**src/hdl/bad_pkg.sv**
```systemverilog
`default_nettype none

package bad_pkg;

	localparam int COORD_BITS     = 12;
	localparam int ROTATION_STEPS = 16;
	localparam int TABLE_LEN      = 24;
	localparam int STEPS          = (ROTATION_STEPS < TABLE_LEN) ? ROTATION_STEPS : TABLE_LEN;
	localparam int STEP_W         = $clog2(TABLE_LEN);

	localparam int GUARD_BITS = 28;
	localparam int ANG_FRAC   = 20;
	localparam int OUT_SHIFT  = 14;

	// x/y carry |d| << GUARD_BITS plus CORDIC gain and sign
	localparam int XY_W    = COORD_BITS + GUARD_BITS + 3;
	// angle accumulator, 2^-20 degree, signed, range +/-256 degrees
	localparam int Z_W     = ANG_FRAC + 9;
	// mapped angle 0..360 degrees in 2^-20 degree
	localparam int FINE_W  = ANG_FRAC + 9;
	localparam int ANGLE_W = 15;
	localparam int RND_W   = FINE_W + 1 - OUT_SHIFT;

	localparam logic signed [Z_W-1:0]  QUARTER_Z   = Z_W'(64'd90 << ANG_FRAC);
	localparam logic [FINE_W-1:0]      HALF_TURN   = FINE_W'(64'd180 << ANG_FRAC);
	localparam logic [FINE_W-1:0]      FULL_TURN   = FINE_W'(64'd360 << ANG_FRAC);
	localparam logic [FINE_W:0]        ROUND_HALF  = (FINE_W+1)'(64'd1 << (OUT_SHIFT - 1));
	localparam logic [RND_W-1:0]       FULL_TURN_OUT = RND_W'(23040);

	typedef struct packed {
		logic [COORD_BITS-1:0] ref_x;
		logic [COORD_BITS-1:0] ref_y;
		logic [COORD_BITS-1:0] target_x;
		logic [COORD_BITS-1:0] target_y;
	} pts_t;

	typedef struct packed {
		logic [ANGLE_W-1:0] angle;
		logic               coincident;
	} bearing_t;

	// quadrant and special-case flags riding along the chain
	typedef struct packed {
		logic coinc;
		logic lower;   // ref_y <= target_y
		logic left;    // ref_x >= target_x
	} side_t;

	typedef struct packed {
		logic signed [XY_W-1:0] x;
		logic signed [XY_W-1:0] y;
		logic signed [Z_W-1:0]  z;
		side_t                  side;
	} cordic_t;

	typedef struct packed {
		logic [FINE_W-1:0] fine;
		logic              coinc;
	} fine_t;

	// atan(2^-i) in 2^-20 degree, rounded to nearest
	function automatic logic signed [Z_W-1:0] atan_entry(input logic [STEP_W-1:0] i);
		logic signed [Z_W-1:0] r;
		case (i)
			5'd0:    r = Z_W'(47185920);
			5'd1:    r = Z_W'(27855475);
			5'd2:    r = Z_W'(14718068);
			5'd3:    r = Z_W'(7471121);
			5'd4:    r = Z_W'(3750058);
			5'd5:    r = Z_W'(1876857);
			5'd6:    r = Z_W'(938658);
			5'd7:    r = Z_W'(469357);
			5'd8:    r = Z_W'(234682);
			5'd9:    r = Z_W'(117342);
			5'd10:   r = Z_W'(58671);
			5'd11:   r = Z_W'(29335);
			5'd12:   r = Z_W'(14668);
			5'd13:   r = Z_W'(7334);
			5'd14:   r = Z_W'(3667);
			5'd15:   r = Z_W'(1833);
			5'd16:   r = Z_W'(917);
			5'd17:   r = Z_W'(458);
			5'd18:   r = Z_W'(229);
			5'd19:   r = Z_W'(115);
			5'd20:   r = Z_W'(57);
			5'd21:   r = Z_W'(29);
			5'd22:   r = Z_W'(14);
			5'd23:   r = Z_W'(7);
			default: r = '0;
		endcase
		return r;
	endfunction

endpackage

`default_nettype wire

```
**src/hdl/bad_back.sv**
```systemverilog
`default_nettype none

// clamp + quadrant map, then round to 1/64 degree with wrap
module bad_back import bad_pkg::*; (
	input  wire logic    clk,
	input  wire logic    ld1,
	input  wire logic    ld2,
	input  wire cordic_t din,
	output bearing_t     dout
);

	logic [FINE_W-1:0] theta;
	fine_t             map_n;
	fine_t             map_s1;
	logic [FINE_W:0]   sum;
	logic [RND_W-1:0]  ang;
	bearing_t          res_n;
	bearing_t          res_s2;

	always_comb begin
		if (din.z < 0) begin
			theta = '0;
		end else if (din.z > QUARTER_Z) begin
			theta = FINE_W'(QUARTER_Z);
		end else begin
			theta = FINE_W'(din.z);
		end
		case ({din.side.lower, din.side.left})
			2'b11:   map_n.fine = HALF_TURN + theta;
			2'b10:   map_n.fine = FULL_TURN - theta;
			2'b01:   map_n.fine = HALF_TURN - theta;
			default: map_n.fine = theta;
		endcase
		map_n.coinc = din.side.coinc;
	end

	always_ff @(posedge clk) begin
		if (ld1) begin
			map_s1 <= map_n;
		end
	end

	always_comb begin
		sum = {1'b0, map_s1.fine} + ROUND_HALF;
		ang = sum[FINE_W:OUT_SHIFT];
		if (ang >= FULL_TURN_OUT) begin
			ang = ang - FULL_TURN_OUT;
		end
		if (map_s1.coinc) begin
			res_n.angle      = '0;
			res_n.coincident = 1'b1;
		end else begin
			res_n.angle      = ang[ANGLE_W-1:0];
			res_n.coincident = 1'b0;
		end
	end

	always_ff @(posedge clk) begin
		if (ld2) begin
			res_s2 <= res_n;
		end
	end

	assign dout = res_s2;

endmodule

`default_nettype wire

```
**config.mk**
```make
export PLATFORM = sky130hd
export DESIGN_NAME = bad_back
export DESIGN_NICKNAME = d
export VERILOG_FILES = /design/src/hdl/bad_pkg.sv /design/src/hdl/bad_back.sv
export SDC_FILE = /design/constraint.sdc
export NUM_CORES = 1
export LEC_CHECK = 0
export BUFFER_PORTS_ARGS = -buffer_cell sky130_fd_sc_hd__buf_2
export CORE_UTILIZATION = 46
export CTS_CLUSTER_SIZE = 14
export DETAILED_ROUTE_END_ITERATION = 12
export GPL_TIMING_DRIVEN = 0
export PLACE_DENSITY = 0.92
export SETUP_SLACK_MARGIN = 0.02
export SYNTH_ARGS = -nofsm -noshare
export SYNTH_HDL_FRONTEND = slang
export SYNTH_SLANG_ARGS = --single-unit
```
**constraint.sdc**
```tcl
create_clock -name clk -period 6 [get_ports clk]
set_input_delay 1.2 -clock clk [delete_from_list [all_inputs] [get_ports clk]]
set_output_delay 1.2 -clock clk [all_outputs]
set_load 0.03 [all_outputs]
```
==> flow_summary_export.csv <==
group,metric,value,unit
synth,synth_area,0.00269,mm2
synth,synth_edf_count,33,
synth,yosysSeqAreaShare,36.9,%
synth,synth_top_area_share,36.9,%
clock_network,cts_buffers,5,
sta,hold_viol_final,0,
sta,drv_slew,0,
place,numPlacedInstances,426,
worst_setup_path,worstPathRequired,6030,ps
synth,synthesis.instances,304,
synth,synthFlopType,"edfxtp_1",
hold_path,hold_path_class,"flop to flop",
place,portBuffers,50,
floorplanning,start_util,48.2,%
global_routing,grtUsageTotal,19.0,%
floorplanning,placementRows,27,
worst_setup_path,cp-end-kind,"flop",
final_layout,fin_area,0.00313,mm2
floorplanning,die_y,78.4,um
power,vdd_drop_max,0.149,mV
place,place.detailed.hpwl,4460,um
global_routing,grt_pass1_wl,9450,um
worst_setup_path,path_max_fanout,5,
hold_path,min_from,"map_s1[20]",
synth,synth_top_area_cell,"edfxtp_1",
final_layout,area_delta_synth_final,16.5,%
synth,ys_async_sr_fraction,0,%
floorplanning,core_region_area,0.00557,mm2
global_routing,overflow,0,
sta,finalSetupTns,0,ps
sta,fin_crit_sh,79.0,%
worst_setup_path,cp_data_arrival_time,4770,ps
sta,worst_slew_pin_slew,661,ps
synth,synth_commonest_cells,"nor2_1 (37), edfxtp_1 (33), nand3_1 (19)",
final_layout,fin_cells,433,
routing,vias_per_cell,5.76,
synth,postSynthNetCount,436,
power,p_leak,1.21,nW
routing,drc_errors,0,
global_routing,antenna_found_initial,0,
clock_network,clock_latency,280,ps
clock_network,clk_pin_slew,60,ps
synth,synth.avg_cell_area,8.84,um2
routing,wire_per_inst,12.7,um
final_layout,final_nets,493,
clock_network,cts_buffer_depth,2,
final_layout,drive_gt1_share,21.3,%
routing,dr.first_iter.drc_count,128,
clock_network,cts_tree,"yes",
sta,max-slew-margin-rel,55.3,%
routing,antenna_left,0,
worst_setup_path,rr_startpoint,"map_s1[25]",
clock_network,cts_resized,0,
sta,setup_violations,0,
routing,vias,2494,
clock_network,htreeDepth,2,
floorplanning,fp.dieW,78.4,um
synth,yosys_warnings,0,
clock_network,cts_root_buffer,"clkbuf_8",
sta,clock_skew,3.30,ps
sta,clock.fmax,211,MHz
floorplanning,pin_count,137,
worst_setup_path,worstSetupPathType,"primary input to flop",
clock_network,holdBufCountCts,0,
place,place.gp.congestion,0.902,
synth,synth_cell_types,61,
synth,ys_seq_elements,33,
power,power.density,218,mW/mm2
floorplanning,die_area,0.00615,mm2
run,cap_viol_max_count,0,
synth,yosysMostFrequentCell,"nor2_1",
worst_setup_path,cp-start-kind,"primary input",
status,outcome,"finished, final reports clean",
power,p_total,0.000682,W
routing,routed_wl,5480,um
synth,yosys-top-cells-area,"edfxtp_1 (37%), nor2_1 (5.2%), ha_1 (5.1%)",
final_layout,diodes,0,
global_routing,grt_start_max_net_pins,18,
clock_network,cts_setup_buffers,0,
place,place_area,0.00303,mm2
worst_setup_path,startpoint,"din[9]",
clock_network,cts.sinks,33,
sta,fin_crit,4740,ps
global_routing,grt_pass1_vias,2229,
sta,rsz0062_at_grt,"false",
routing,firstDrtPassIters,4,
metal layers:
metal / part of all wire, % / up-vias / track usage (%)
met5: 0 / - / 0
met4: 2.4 / 0 / 8.33
met3: 4.7 / 16 / 3.72
met2: 48 / 82 / 32.9
met1: 45 / 1120 / 22.8
li1: - / 1276 / -
critical path: stages:
cell,delay (ps)
buf_2,100
or4_4,530
or3_4,410
o31ai_1,510
nand3_1,240
ha_1,390
a21o_1,200
a21oi_1,190
nor2_1,80
a211o_2,320
mux2_2,270
a221o_1,310
power by group:
group          internal, W  switching, W  total [W]
Clock             0.000120     0.0000707   0.000191
Combinational    0.0000747      0.000118   0.000192
Sequential        0.000283     0.0000155   0.000298
Total             0.000478      0.000204   0.000682
path summary, 6_finish.rpt:
check,endpoint,slack [ps],cells after the start
setup reg to reg,dout[13],3320,7
hold / removal,dout[6],660,2
setup / recovery,map_s1[26],1260,12
hold reg to reg,dout[6],660,2
logic make-up (layout without fill, tap and decap cells):
kind of cell | count (synthesis) | after routing | share of synthesized area, %
simple gates | 141 | 141 | 29.0
compound gates | 76 | 76 | 19.2
flops | 33 | 33 | 36.9
buf+inv | 24 | 81 | 3.45
xor+xnor | 13 | 13 | 4.24
fa+ha+maj | 11 | 11 | 5.12
mux | 5 | 5 | 2.00
other cells | 1 | 1 | 0.140
sequential cells by signal, indices dropped and copies added (netlist names):
name	count
dout	16
map_s1	17
stage by stage:
| step | setup slack, ps | hold slack, ps | utilization [%] |
|---|---|---|---|
| after global routing | 1090 | 688 | 56.2 |
| after detailed placement | 999 | 642 | 54.3 |
| after floorplan | 1450 | 540 | - |
| final | 1260 | 659 | 56.2 |
| after global placement | 1030 | 644 | 54.3 |
| after CTS | 1300 | 657 | 56.2 |
cell type report:
type / instances / area (um2)
clock buffers: 5 / 68.8
plain buffers: 14 / 55.1
well taps: 72 / 90.1
fillers: 491 / 2440
clock inverters: 2 / 35.0
repair buffers: 50 / 250
multi-input cells: 247 / 1600
flip-flops and latches: 33 / 991
inverters: 10 / 37.5
layout by cell type, fill, tap and decap left out, types with 11 or more instances in the layout:
cell type	instances
nor2_1	37
buf_2	51
nor3_1	12
nand3_1	19
nand2_1	15
ha_1	11
a21oi_1	14
clkbuf_1	11
edfxtp_1	33
o21ai_0	14
Note: power is estimated with default switching activity, not from simulation.
